File: src/rtl/core/ebmc_pkg.sv
// Package: types, codes and reset constants of the encoder and button menu controller.
`timescale 1ns / 1ps
`default_nettype none

package ebmc_pkg;

	// Menu selection codes
	typedef enum logic [2:0] {
		SEL_NONE = 3'd0,
		SEL_TEMP = 3'd1,
		SEL_HUM  = 3'd2,
		SEL_LUX  = 3'd3,
		SEL_MODE = 3'd4
	} sel_t;

	// Mode change events
	typedef enum logic [1:0] {
		MODE_EV_NONE = 2'd0,
		MODE_EV_AUTO = 2'd1,
		MODE_EV_OFF  = 2'd2
	} mode_ev_t;

	// Configuration register indexes
	localparam int CFG_IDX_W = 3;
	localparam int CFG_DATA_W = 16;
	localparam logic [CFG_IDX_W-1:0] CFG_STEP_THRESHOLD = 3'd0;
	localparam logic [CFG_IDX_W-1:0] CFG_IDLE_LIMIT     = 3'd1;
	localparam logic [CFG_IDX_W-1:0] CFG_TEMP_FLOOR     = 3'd2;
	localparam logic [CFG_IDX_W-1:0] CFG_TEMP_CEILING   = 3'd3;
	localparam logic [CFG_IDX_W-1:0] CFG_HUM_FLOOR      = 3'd4;
	localparam logic [CFG_IDX_W-1:0] CFG_HUM_CEILING    = 3'd5;
	localparam logic [CFG_IDX_W-1:0] CFG_LUX_INCREMENT  = 3'd6;

	// Register reset values
	localparam logic [3:0]  RST_STEP_THRESHOLD = 4'd2;
	localparam logic [15:0] RST_IDLE_LIMIT     = 16'd1800;
	localparam logic [7:0]  RST_TEMP_FLOOR     = 8'd20;
	localparam logic [7:0]  RST_TEMP_CEILING   = 8'd160;
	localparam logic [6:0]  RST_HUM_FLOOR      = 7'd20;
	localparam logic [6:0]  RST_HUM_CEILING    = 7'd95;
	localparam logic [15:0] RST_LUX_INCREMENT  = 16'd100;

	// One poll tick
	typedef struct packed {
		logic               button_level;
		logic signed [31:0] encoder_position;
		logic [7:0]         temp_now;
		logic [6:0]         hum_now;
		logic [15:0]        lux_now;
	} tick_t;

	// One result
	typedef struct packed {
		logic        display_active;
		sel_t        selection;
		logic        adjusting;
		logic        all_off;
		logic        temp_write;
		logic [7:0]  temp_value;
		logic        hum_write;
		logic [6:0]  hum_value;
		logic        lux_write;
		logic [15:0] lux_value;
		mode_ev_t    mode_event;
	} result_t;

endpackage

`default_nettype wire

File: src/rtl/core/encoder_button_menu_controller.sv
// Top level: encoder and button menu controller with input and result registers.
//
// Usage:
//   Each poll tick enters on the tick channel (tick_valid, tick_stall, tick). A tick is
//   taken at a clock edge with tick_valid high and tick_stall low. It lands in an input
//   register; from there the press detection, encoder accumulation, menu update and
//   setpoint clamping run in one pass and the result is written to the result
//   register once that register is free, shown on result_valid / result.
//   A tick passes through the input register and then the result register before it
//   shows on result_valid. Throughput: one tick per cycle while result_stall is low,
//   as the state update between the two registers is done in one pass.
//   When the receiver holds result_stall, the result register holds, the input register
//   still takes one more tick, and tick_stall then rises until the result is taken.
//   Configuration writes come on cfg_valid / cfg_ready / cfg_index / cfg_data; cfg_ready
//   is always high and writes to an index beyond the register list are dropped.
//   Write configuration only while no tick is in flight.
//   Reset (arst_n low) clears both registers' valid flags, puts the menu to sleep with
//   nothing selected in auto mode, the button released, the encoder accumulator and
//   the last position at zero, and loads the default configuration.
`timescale 1ns / 1ps
`default_nettype none

module encoder_button_menu_controller (
	input  wire                                clk,
	input  wire                                arst_n,
	input  wire                                tick_valid,
	output logic                               tick_stall,
	input  ebmc_pkg::tick_t                    tick,
	output logic                               result_valid,
	input  wire                                result_stall,
	output ebmc_pkg::result_t                  result,
	input  wire                                cfg_valid,
	output logic                               cfg_ready,
	input  wire  [ebmc_pkg::CFG_IDX_W-1:0]     cfg_index,
	input  wire  [ebmc_pkg::CFG_DATA_W-1:0]    cfg_data
);

	// Configuration registers
	logic [3:0]  step_threshold_q;
	logic [15:0] idle_limit_q;
	logic [7:0]  temp_floor_q;
	logic [7:0]  temp_ceiling_q;
	logic [6:0]  hum_floor_q;
	logic [6:0]  hum_ceiling_q;
	logic [15:0] lux_increment_q;

	// Menu state
	logic               awake_q;
	ebmc_pkg::sel_t     selected_q;
	logic [15:0]        idle_ticks_q;
	logic               prev_button_q;
	logic signed [31:0] step_accum_q;
	logic [31:0]        last_position_q;
	logic               off_flag_q;

	// Pipeline registers
	logic               tick_valid_s1;
	ebmc_pkg::tick_t    tick_s1;
	logic               result_valid_q;
	ebmc_pkg::result_t  result_q;

	// Next-state and result logic
	logic               advance;
	logic               accept;
	logic [31:0]        diff;
	logic               pressed;
	logic signed [32:0] sum_wide;
	logic signed [31:0] sum_sat;
	logic [3:0]         thr;
	logic signed [31:0] thr32;
	logic               step_up;
	logic               step_dn;
	logic signed [31:0] accum_nx;
	logic               activity;
	logic               awake_nx;
	ebmc_pkg::sel_t     selected_nx;
	logic [15:0]        idle_nx;
	logic [15:0]        idle_inc;
	logic               off_nx;
	logic signed [9:0]  t_sum;
	logic signed [9:0]  t_clamp;
	logic signed [8:0]  h_sum;
	logic signed [8:0]  h_clamp;
	logic signed [17:0] l_sum;
	ebmc_pkg::result_t  result_nx;

	assign advance    = tick_valid_s1 && (!result_valid_q || !result_stall);
	assign tick_stall = tick_valid_s1 && !advance;
	assign accept     = tick_valid && !tick_stall;
	assign cfg_ready  = 1'b1;

	assign result_valid = result_valid_q;
	assign result       = result_q;

	// Configuration writes
	always_ff @(posedge clk or negedge arst_n) begin
		if (!arst_n) begin
			step_threshold_q <= ebmc_pkg::RST_STEP_THRESHOLD;
			idle_limit_q     <= ebmc_pkg::RST_IDLE_LIMIT;
			temp_floor_q     <= ebmc_pkg::RST_TEMP_FLOOR;
			temp_ceiling_q   <= ebmc_pkg::RST_TEMP_CEILING;
			hum_floor_q      <= ebmc_pkg::RST_HUM_FLOOR;
			hum_ceiling_q    <= ebmc_pkg::RST_HUM_CEILING;
			lux_increment_q  <= ebmc_pkg::RST_LUX_INCREMENT;
		end else if (cfg_valid && cfg_ready) begin
			case (cfg_index)
				ebmc_pkg::CFG_STEP_THRESHOLD: step_threshold_q <= cfg_data[3:0];
				ebmc_pkg::CFG_IDLE_LIMIT:     idle_limit_q     <= cfg_data;
				ebmc_pkg::CFG_TEMP_FLOOR:     temp_floor_q     <= cfg_data[7:0];
				ebmc_pkg::CFG_TEMP_CEILING:   temp_ceiling_q   <= cfg_data[7:0];
				ebmc_pkg::CFG_HUM_FLOOR:      hum_floor_q      <= cfg_data[6:0];
				ebmc_pkg::CFG_HUM_CEILING:    hum_ceiling_q    <= cfg_data[6:0];
				ebmc_pkg::CFG_LUX_INCREMENT:  lux_increment_q  <= cfg_data;
				default: ;
			endcase
		end
	end

	// Encoder accumulation and step detection
	always_comb begin
		diff     = tick_s1.encoder_position - last_position_q;
		pressed  = prev_button_q && !tick_s1.button_level;
		sum_wide = {step_accum_q[31], step_accum_q} + $signed({diff[31], diff});
		if (sum_wide[32] != sum_wide[31]) begin
			sum_sat = sum_wide[32] ? 32'sh8000_0000 : 32'sh7fff_ffff;
		end else begin
			sum_sat = sum_wide[31:0];
		end
		thr     = (step_threshold_q == 4'd0) ? 4'd1 : step_threshold_q;
		thr32   = $signed({28'd0, thr});
		step_up = sum_sat >= thr32;
		step_dn = !step_up && (sum_sat <= -thr32);
		if (step_up) begin
			accum_nx = sum_sat - thr32;
		end else if (step_dn) begin
			accum_nx = sum_sat + thr32;
		end else begin
			accum_nx = sum_sat;
		end
		activity = pressed || step_up || step_dn;
	end

	// Setpoint candidates with clamping; the floor wins over the ceiling
	always_comb begin
		t_sum = $signed({2'b00, tick_s1.temp_now}) + (step_up ? 10'sd1 : -10'sd1);
		t_clamp = t_sum;
		if (t_clamp > $signed({2'b00, temp_ceiling_q})) t_clamp = $signed({2'b00, temp_ceiling_q});
		if (t_clamp < $signed({2'b00, temp_floor_q}))   t_clamp = $signed({2'b00, temp_floor_q});

		h_sum = $signed({2'b00, tick_s1.hum_now}) + (step_up ? 9'sd1 : -9'sd1);
		h_clamp = h_sum;
		if (h_clamp > $signed({2'b00, hum_ceiling_q})) h_clamp = $signed({2'b00, hum_ceiling_q});
		if (h_clamp < $signed({2'b00, hum_floor_q}))   h_clamp = $signed({2'b00, hum_floor_q});

		if (step_up) begin
			l_sum = $signed({2'b00, tick_s1.lux_now}) + $signed({2'b00, lux_increment_q});
		end else begin
			l_sum = $signed({2'b00, tick_s1.lux_now}) - $signed({2'b00, lux_increment_q});
		end
	end

	// Menu update and result
	always_comb begin
		awake_nx    = awake_q;
		selected_nx = selected_q;
		idle_nx     = idle_ticks_q;
		off_nx      = off_flag_q;
		idle_inc    = idle_ticks_q + 16'd1;
		result_nx   = '0;

		if (!awake_q) begin
			// Wake only; the waking activity does nothing else
			if (activity) begin
				awake_nx    = 1'b1;
				selected_nx = ebmc_pkg::SEL_NONE;
				idle_nx     = 16'd0;
			end
		end else if (activity) begin
			idle_nx = 16'd0;
			if (pressed) begin
				case (selected_q)
					ebmc_pkg::SEL_NONE: selected_nx = ebmc_pkg::SEL_TEMP;
					ebmc_pkg::SEL_TEMP: selected_nx = ebmc_pkg::SEL_HUM;
					ebmc_pkg::SEL_HUM:  selected_nx = ebmc_pkg::SEL_LUX;
					ebmc_pkg::SEL_LUX:  selected_nx = ebmc_pkg::SEL_MODE;
					default:            selected_nx = ebmc_pkg::SEL_NONE;
				endcase
			end else begin
				case (selected_q)
					ebmc_pkg::SEL_TEMP: begin
						result_nx.temp_write = 1'b1;
						result_nx.temp_value = t_clamp[7:0];
					end
					ebmc_pkg::SEL_HUM: begin
						result_nx.hum_write = 1'b1;
						result_nx.hum_value = h_clamp[6:0];
					end
					ebmc_pkg::SEL_LUX: begin
						result_nx.lux_write = 1'b1;
						if (l_sum[17]) begin
							result_nx.lux_value = 16'd0;
						end else if (l_sum[16]) begin
							result_nx.lux_value = 16'hffff;
						end else begin
							result_nx.lux_value = l_sum[15:0];
						end
					end
					ebmc_pkg::SEL_MODE: begin
						if (step_up) begin
							off_nx               = 1'b0;
							result_nx.mode_event = ebmc_pkg::MODE_EV_AUTO;
						end else begin
							off_nx               = 1'b1;
							result_nx.mode_event = ebmc_pkg::MODE_EV_OFF;
						end
					end
					default: ;
				endcase
			end
		end else begin
			// Count quiet ticks and drop back to sleep at the limit
			if (idle_inc >= idle_limit_q) begin
				awake_nx    = 1'b0;
				selected_nx = ebmc_pkg::SEL_NONE;
				idle_nx     = 16'd0;
			end else begin
				idle_nx = idle_inc;
			end
		end

		result_nx.display_active = awake_nx;
		result_nx.selection      = awake_nx ? selected_nx : ebmc_pkg::SEL_NONE;
		result_nx.adjusting      = awake_nx && (selected_nx != ebmc_pkg::SEL_NONE);
		result_nx.all_off        = off_nx;
	end

	// Input register
	always_ff @(posedge clk or negedge arst_n) begin
		if (!arst_n) begin
			tick_valid_s1 <= 1'b0;
		end else if (accept) begin
			tick_valid_s1 <= 1'b1;
		end else if (advance) begin
			tick_valid_s1 <= 1'b0;
		end
	end

	always_ff @(posedge clk) begin
		if (accept) begin
			tick_s1 <= tick;
		end
	end

	// Result register
	always_ff @(posedge clk or negedge arst_n) begin
		if (!arst_n) begin
			result_valid_q <= 1'b0;
		end else if (advance) begin
			result_valid_q <= 1'b1;
		end else if (!result_stall) begin
			result_valid_q <= 1'b0;
		end
	end

	always_ff @(posedge clk) begin
		if (advance) begin
			result_q <= result_nx;
		end
	end

	// Menu state, advanced once per transaction
	always_ff @(posedge clk or negedge arst_n) begin
		if (!arst_n) begin
			awake_q         <= 1'b0;
			selected_q      <= ebmc_pkg::SEL_NONE;
			idle_ticks_q    <= 16'd0;
			prev_button_q   <= 1'b1;
			step_accum_q    <= 32'sd0;
			last_position_q <= 32'd0;
			off_flag_q      <= 1'b0;
		end else if (advance) begin
			awake_q         <= awake_nx;
			selected_q      <= selected_nx;
			idle_ticks_q    <= idle_nx;
			prev_button_q   <= tick_s1.button_level;
			step_accum_q    <= accum_nx;
			last_position_q <= tick_s1.encoder_position;
			off_flag_q      <= off_nx;
		end
	end

endmodule

`default_nettype wire

File: config.mk
export PLATFORM = sky130hd
export DESIGN_NAME = encoder_button_menu_controller
export DESIGN_NICKNAME = d
export VERILOG_FILES = /design/src/rtl/core/ebmc_pkg.sv /design/src/rtl/core/encoder_button_menu_controller.sv
export SDC_FILE = /design/constraint.sdc
export NUM_CORES = 1
export LEC_CHECK = 0
export BUFFER_PORTS_ARGS = -buffer_cell sky130_fd_sc_hd__clkbuf_2
export CORE_ASPECT_RATIO = 0.6
export CORE_MARGIN = 8
export CORE_UTILIZATION = 45
export DETAILED_ROUTE_END_ITERATION = 10
export GPL_TIMING_DRIVEN = 0
export SLEW_MARGIN = 5
export SYNTH_ARGS = -nofsm -noshare
export SYNTH_HDL_FRONTEND = slang
export SYNTH_SLANG_ARGS = --single-unit
File: constraint.sdc
create_clock -name clk -period 17.8 [get_ports clk]
set_clock_uncertainty 0.1 [all_clocks]
set_input_delay 2.67 -clock clk [delete_from_list [all_inputs] [get_ports clk]]
set_output_delay 2.67 -clock clk [all_outputs]
set_load 0.02 [all_outputs]
==> metrics.log, run 1 <==
INFO  metric run_status = completed
INFO  metric max_clock_freq = 59.9 MHz
INFO  metric syn_area = 18,900 sq um
INFO  metric synth_async_sr_flop_share = 59.2%
INFO  metric diodes = 0
INFO  metric global_route.usage.total = 22.3%
INFO  metric timing.final.setup_violations = 0
INFO  metric slowest_delay = 0.67 ns
INFO  metric cts_setup_buffers = 0
INFO  metric design.portCount = 133
INFO  metric initial_core_utilization = 45.4%
INFO  metric cts.path.max_buffers = 3
INFO  metric timing.max_cap.violations = 0
INFO  metric period_minus_slack = 16.69 ns
INFO  metric wire_length_per_cell_after_detailed_routing = 19.7 um
INFO  metric crit_path_end_kind = register
INFO  metric grt_max_degree = 90
INFO  metric gp_congestion = 0.942
INFO  metric final_max_slew_viol_count = 0
INFO  metric drt-initial-drc-count = 1,486
INFO  metric post_synth_main_area_contributors = sky130_fd_sc_hd__dfrtp_1 18%, sky130_fd_sc_hd__edfxtp_1 17%, sky130_fd_sc_hd__ha_1 13%
INFO  metric cts_inserted_buffers = 28
INFO  metric most-common-layout-cells = 214 x sky130_fd_sc_hd__nand2_1, 198 x sky130_fd_sc_hd__ha_1, 170 x sky130_fd_sc_hd__o21ai_0, 155 x sky130_fd_sc_hd__inv_1, 145 x sky130_fd_sc_hd__a21oi_1
INFO  metric place.detailed.hpwl = 43.2 mm
INFO  metric timing.final.crit_share = 93.8%
INFO  metric worst_pin_slew = 1.09 ns
INFO  metric yosysUniqueCellTypes = 91
INFO  metric fin_setup_tns = 0 ns
INFO  metric postSynthRegisterBits = 260
INFO  metric synth_top_area_share = 17.6%
INFO  metric final_cells = 2,816
INFO  metric cp_data_arrival_time = 17.03 ns
INFO  metric chipWidth = 281 um
INFO  metric cts_num_sinks = 260
INFO  metric numPlacedInstances = 2,766
INFO  metric insertion_delay_to_the_later_sink_of_the_worst_skew_pair = 0.60 ns
INFO  metric grt_antenna_before_repair = 0
INFO  metric core_area = 41,700 sq um
INFO  metric worst-path-max-fanout = 35
INFO  metric fp-row-count = 58
INFO  metric route.detailed.drc = 0
INFO  metric final_antenna_net_count = 0
INFO  metric unrepaired_setup_endpoints_after_global_routing = false
INFO  metric cts-htree-levels = 1
INFO  metric layout_net_count = 2,518
INFO  metric synth_flop_cell = sky130_fd_sc_hd__dfrtp_1
INFO  metric synth-edff-count = 106
INFO  metric critical_path_class = reg -> reg
INFO  metric timing.critical_path.from_type = register
INFO  metric route.met3.wl = 4.39 mm
INFO  metric synthCells = 2,058
INFO  metric slew-limit-headroom = 26.9%
INFO  metric clkSlewWorstSetupHoldPaths = 0.06 ns
INFO  metric drive_gt1_share = 13.7%
INFO  metric met2_length = 20.3 mm
INFO  metric detail_route.wirelength.met1 = 29.7 mm
INFO  metric vias = 16,000
INFO  metric area.growth.synth_to_final = 12.8%
INFO  metric finalHoldViolations = 0
INFO  metric layout_commonest_cell = sky130_fd_sc_hd__nand2_1
INFO  metric avgSynthCellArea = 9.18 sq um
INFO  metric critical_path.most_common_cell = sky130_fd_sc_hd__a21oi_1
INFO  metric post-synth-top-area-cell = sky130_fd_sc_hd__dfrtp_1
INFO  metric critPathRequiredTime = 18.14 ns
INFO  metric via_per_inst = 5.67
INFO  metric grt_first_pass_wirelength = 88.0 mm
INFO  metric cts_root_buf = sky130_fd_sc_hd__clkbuf_16
INFO  metric ys_seq_area_share = 37.4%
INFO  metric port-buffer-count = 129
INFO  metric floorplan.die.height = 175 um
INFO  metric grt_pass1_vias = 15,500
INFO  metric drt_first_pass_iters = 7
INFO  metric routed.top_layer = met4
INFO  metric slowest_stage = sky130_fd_sc_hd__ha_1
INFO  metric timing.hold.worst.class = reg -> reg
INFO  metric tritoncts_clock_tree = built
INFO  metric holdBufCountCts = 0
INFO  metric fp.dieArea = 49,000 sq um
INFO  metric routed_wire_length = 55.5 mm
INFO  metric grt_overflow = 0
INFO  metric synthesis.yosys.warnings = 0
path summary, 6_finish.rpt:
path | startpoint | endpoint | slack, ns | depth (start not counted)
max | tick_s1[31]$_DFFE_PP_ | result[29]$_SDFFCE_PP0P_ | 1.11 | 65
min | prev_button_q$_DFFE_PN1P_ | prev_button_q$_DFFE_PN1P_ | 0.38 | 2
max reg2reg | tick_s1[31]$_DFFE_PP_ | result[29]$_SDFFCE_PP0P_ | 1.11 | 65
min reg2reg | prev_button_q$_DFFE_PN1P_ | prev_button_q$_DFFE_PN1P_ | 0.38 | 2
max in group asynchronous | arst_n | hum_floor_q[4]$_DFFE_PN1P_ | 14.71 | 2
min in group asynchronous | arst_n | step_accum_q[26]$_DFFE_PN0P_ | 1.98 | 1
repair_timing:
action                     4_1_cts  5_1_grt
setup endpoints to repair        2       15
pin swaps                        0        0
gates resized for setup          0        5
area by class of cell:
type | instances | area [sq um]
Tap cell | 570 | 713
Inverter | 157 | 589
Sequential cell | 260 | 7060
Buffer | 66 | 287
Multi-Input combinational cell | 1579 | 11000
Timing Repair Buffer | 132 | 722
Fill cell | 3967 | 20300
Clock buffer | 42 | 813
Clock inverter | 10 | 151
worst max-delay path: cells and delay by family (launching register included):
family	cells	cell delay, ns
mux	1	0.41
flops	1	0.37
buf+inv	10	2.43
compound gates	37	8.51
simple gates	6	1.28
xor+xnor	3	0.57
fa+ha+maj	8	2.83
synth_stat cells, types with 34 or more instances:
cell	instances
sky130_fd_sc_hd__a21oi_1	146
sky130_fd_sc_hd__o21ai_0	172
sky130_fd_sc_hd__dfrtp_1	133
sky130_fd_sc_hd__nand2_1	214
sky130_fd_sc_hd__xor2_1	38
sky130_fd_sc_hd__mux2_2	55
sky130_fd_sc_hd__inv_1	155
sky130_fd_sc_hd__nor3_1	50
sky130_fd_sc_hd__nor2_1	132
sky130_fd_sc_hd__ha_1	198
sky130_fd_sc_hd__nand3_1	39
sky130_fd_sc_hd__nand2b_1	34
sky130_fd_sc_hd__a21o_1	53
sky130_fd_sc_hd__edfxtp_1	106
sky130_fd_sc_hd__xnor2_1	76
sky130_fd_sc_hd__clkbuf_1	49
routing by layer:
layer  vias to the layer above  GRT usage (%)
met5                         -              0
met4                         0           4.42
met3                        65           4.50
met2                       527           29.0
met1                      7680           36.5
li1                       7694              -
per-stage QoR:
step | util (%) | hold slack [ns] | cell area [sq um] | setup slack, ns
after floorplan | - | 0.344 | 18900 | 4.56
final | 51.2 | 0.375 | 21300 | 1.11
after global routing | 51.2 | 0.386 | 21300 | 0.0669
after detailed placement | 48.9 | 0.365 | 20400 | 0.0546
after global placement | 48.7 | 0.351 | 20300 | 0.138
after CTS | 51.2 | 0.374 | 21300 | 0.412
flip-flops by register name, indices dropped and copies added, names as in the netlist:
signal            flops
temp_floor_q          8
result               42
step_threshold_q      4
off_flag_q            1
hum_ceiling_q         7
step_accum_q         32
hum_floor_q           7
tick_s1              64
last_position_q      32
awake_q               1
prev_button_q         1
idle_ticks_q         16
temp_ceiling_q        8
tick_valid_s1         1
lux_increment_q      16
result_valid          1
idle_limit_q         16
selected_q            3
logic make-up after synthesis:
| kind of cell | share of synthesized area, % |
|---|---|
| flip-flops | 37.4 |
| AO/OA/AOI/OAI | 18.6 |
| adder cells (fa/ha/maj) | 14.0 |
| other | 0.0397 |
| XOR/XNOR | 5.28 |
| multiplexers | 4.42 |
| buffers and inverters | 4.67 |
| AND/OR/NAND/NOR | 15.7 |
Power of run 1 is not shown: default switching activity piles up to over one toggle a cycle in this logic, so the estimate is an artifact.
==> run 2, diff against run 1 <==
--- a/config.mk
+++ b/config.mk
@@ -5,6 +5,7 @@
 export SDC_FILE = /design/constraint.sdc
 export NUM_CORES = 1
 export LEC_CHECK = 0
+export ABC_AREA = 1
 export BUFFER_PORTS_ARGS = -buffer_cell sky130_fd_sc_hd__clkbuf_2
 export CORE_ASPECT_RATIO = 0.6
 export CORE_MARGIN = 8
==> run 2 against run 1 <==
  * Register-to-register slack is essentially flat
  * Largest cell class unchanged
  * Hold slack gained 0.0078 ns
  * First-iteration DRC count grew 21%
  * Global-route usage grew 2.5 points
  * Sequential share of layout area shrank 2.1 points
==> metrics.log, run 2 <==
INFO  metric run_status = completed
INFO  metric post-synth-top-area-cell = sky130_fd_sc_hd__dfrtp_1
INFO  metric timing.final.crit_share = 93.8%
INFO  metric diodes = 0
INFO  metric most-common-layout-cells = 642 x sky130_fd_sc_hd__nand2_1, 413 x sky130_fd_sc_hd__inv_1, 234 x sky130_fd_sc_hd__nor2_1, 204 x sky130_fd_sc_hd__o21ai_0, 198 x sky130_fd_sc_hd__ha_1
INFO  metric groute.layer.met2.usage = 30.8%
INFO  metric cts_inserted_buffers = 30
INFO  metric worst-path-max-fanout = 26
INFO  metric critical_path_class = reg -> reg
INFO  metric floorplan.die.height = 180 um
INFO  metric layout_setup_ws = 1.11 ns
INFO  metric design.portCount = 133
INFO  metric fp-row-count = 60
INFO  metric synth-edff-count = 106
INFO  metric top_post_synthesis_cells_by_count = 642 x sky130_fd_sc_hd__nand2_1, 414 x sky130_fd_sc_hd__inv_1, 234 x sky130_fd_sc_hd__nor2_1
INFO  metric synth_flop_cell = sky130_fd_sc_hd__dfrtp_1
INFO  metric cts_setup_buffers = 0
INFO  metric fp.dieArea = 52,100 sq um
INFO  metric synthCells = 2,686
INFO  metric slew-limit-headroom = 11.3%
INFO  metric routed_wire_length = 66.2 mm
INFO  metric max_clock_freq = 59.9 MHz
INFO  metric slowest_stage = sky130_fd_sc_hd__xor2_1
INFO  metric initial_core_utilization = 45.3%
INFO  metric timing.max_cap.violations = 0
INFO  metric period_minus_slack = 16.69 ns
INFO  metric slowest_delay = 0.58 ns
INFO  metric crit-reg2reg-launch = tick_s1[31]$_DFFE_PP_
INFO  metric port-buffer-count = 131
INFO  metric finalHoldViolations = 0
INFO  metric unrepaired_setup_endpoints_after_global_routing = false
INFO  metric route.detailed.drc = 0
INFO  metric largest_register_ff_count = 64
INFO  metric synthesis.yosys.warnings = 0
INFO  metric syn_area = 20,200 sq um
INFO  metric cts-htree-levels = 1
INFO  metric drt-initial-drc-count = 1,792
INFO  metric gp_congestion = 1.00
INFO  metric final_antenna_net_count = 0
INFO  metric drive_gt1_share = 10.3%
INFO  metric core_area = 44,500 sq um
INFO  metric timing.final.setup_violations = 0
INFO  metric grt_antenna_before_repair = 2
INFO  metric via_per_inst = 5.37
INFO  metric postSynthRegisterBits = 260
INFO  metric layout_commonest_cell = sky130_fd_sc_hd__nand2_1
INFO  metric worst_pin_slew = 1.33 ns
INFO  metric area.growth.synth_to_final = 13.1%
INFO  metric yosysUniqueCellTypes = 65
INFO  metric cts.path.max_buffers = 3
INFO  metric cp_data_arrival_time = 16.93 ns
INFO  metric global_route.usage.total = 24.8%
INFO  metric r2r.worst_path.cells = 82
INFO  metric insertion_delay_to_the_later_sink_of_the_worst_skew_pair = 0.59 ns
INFO  metric cts_root_buf = sky130_fd_sc_hd__clkbuf_16
INFO  metric largest_register = tick_s1
INFO  metric holdCritStartpoint = tick_s1[53]$_DFFE_PP_
INFO  metric place.detailed.hpwl = 53.7 mm
INFO  metric pre_cts_slack = 1.21 ns
INFO  metric cts_num_sinks = 260
INFO  metric post_synth_main_area_contributors = sky130_fd_sc_hd__dfrtp_1 17%, sky130_fd_sc_hd__edfxtp_1 16%, sky130_fd_sc_hd__ha_1 12%
INFO  metric critical_path.most_common_cell = sky130_fd_sc_hd__nand2_1
INFO  metric grt_max_degree = 91
INFO  metric ys_seq_area_share = 35.0%
INFO  metric start_point_of_the_critical_path = tick_s1[31]$_DFFE_PP_
INFO  metric clkSlewWorstSetupHoldPaths = 0.07 ns
INFO  metric wire_length_per_cell_after_detailed_routing = 19.1 um
INFO  metric tritoncts_clock_tree = built
INFO  metric chipWidth = 289 um
INFO  metric fin_setup_tns = 0 ns
INFO  metric drt_first_pass_iters = 8
INFO  metric layout_net_count = 3,152
INFO  metric min_delay_path_depth = 2
INFO  metric grtUsageMet3 = 6.94%
INFO  metric vias = 18,600
INFO  metric timing.hold.worst.class = reg -> reg
INFO  metric synth_async_sr_flop_share = 59.2%
INFO  metric timing.critical_path.from_type = register
INFO  metric yosys.cell_count.top_type = sky130_fd_sc_hd__nand2_1
INFO  metric final_max_slew_viol_count = 0
INFO  metric synth_top_area_share = 16.5%
INFO  metric grt_use_met1 = 41.1%
INFO  metric critPathRequiredTime = 18.04 ns
INFO  metric grt_overflow = 0
INFO  metric crit_path_end_kind = register
INFO  metric avgSynthCellArea = 7.51 sq um
INFO  metric grt_first_pass_wirelength = 101 mm
INFO  metric grt_pass1_vias = 17,500
INFO  metric global_route.peak_usage_layer = met1
run 2: timing repair:
item	CTS	global route
endpoints found under the setup margin	0	8
hold buffers	0	0
resized for setup	0	2
run 2: per-stage QoR:
stage                     instances  instance area [sq um]  hold slack [ns]  utilization (%)
after floorplan                2692                  20200            0.353                -
after global placement         3412                  21600            0.370             48.5
after detailed placement       3415                  21700            0.374             48.7
after CTS                      3471                  22800            0.390             51.2
after global routing           3471                  22800            0.415             51.2
final                          3471                  22800            0.383             51.2
run 2: cell families after synthesis:
group	share of synthesized area [%]
AOI/OAI and AO/OA	12.9
DFF	35.0
and+or+nand+nor	24.4
adders and majority gates	13.1
xor gates and xnor gates	5.14
buffers and inverters	9.22
other	0.0372
muxes	0.248
run 2: area by class of cell:
| class | count | area (sq um) |
|---|---|---|
| flip-flops and latches | 260 | 7060 |
| clock buffers | 41 | 886 |
| clock inverters | 15 | 249 |
| multi-input cells | 1948 | 11300 |
| plain buffers | 53 | 245 |
| well taps | 589 | 737 |
| fillers | 4409 | 21700 |
| inverters | 431 | 1620 |
| repair buffers | 134 | 732 |
run 2: per-layer routing:
layer	vias up	part of all wire, %
met5	-	0
li1	9132	-
met2	635	35
met1	8791	52
met4	0	1.6
met3	67	11
run 2: critical path: cells and delay by family (launching register included):
| family | cells | cell delay (ns) |
|---|---|---|
| AOI/OAI and AO/OA | 19 | 4.34 |
| xor gates and xnor gates | 3 | 0.94 |
| adders and majority gates | 8 | 2.44 |
| buffers and inverters | 14 | 3.41 |
| DFF | 1 | 0.36 |
| and+or+nand+nor | 38 | 4.72 |
run 2: path summary, 6_finish.rpt:
kind | end | slack (ns)
min reg2reg | last_position_q[22]$_DFFE_PN0P_ | 0.38
max reg2reg | result[28]$_SDFFCE_PP0P_ | 1.11
max | result[28]$_SDFFCE_PP0P_ | 1.11
max in group asynchronous | lux_increment_q[6]$_DFFE_PN1P_ | 14.66
min in group asynchronous | last_position_q[10]$_DFFE_PN0P_ | 1.97
min | last_position_q[22]$_DFFE_PN0P_ | 0.38
Power of run 2 is left out for the same reason.
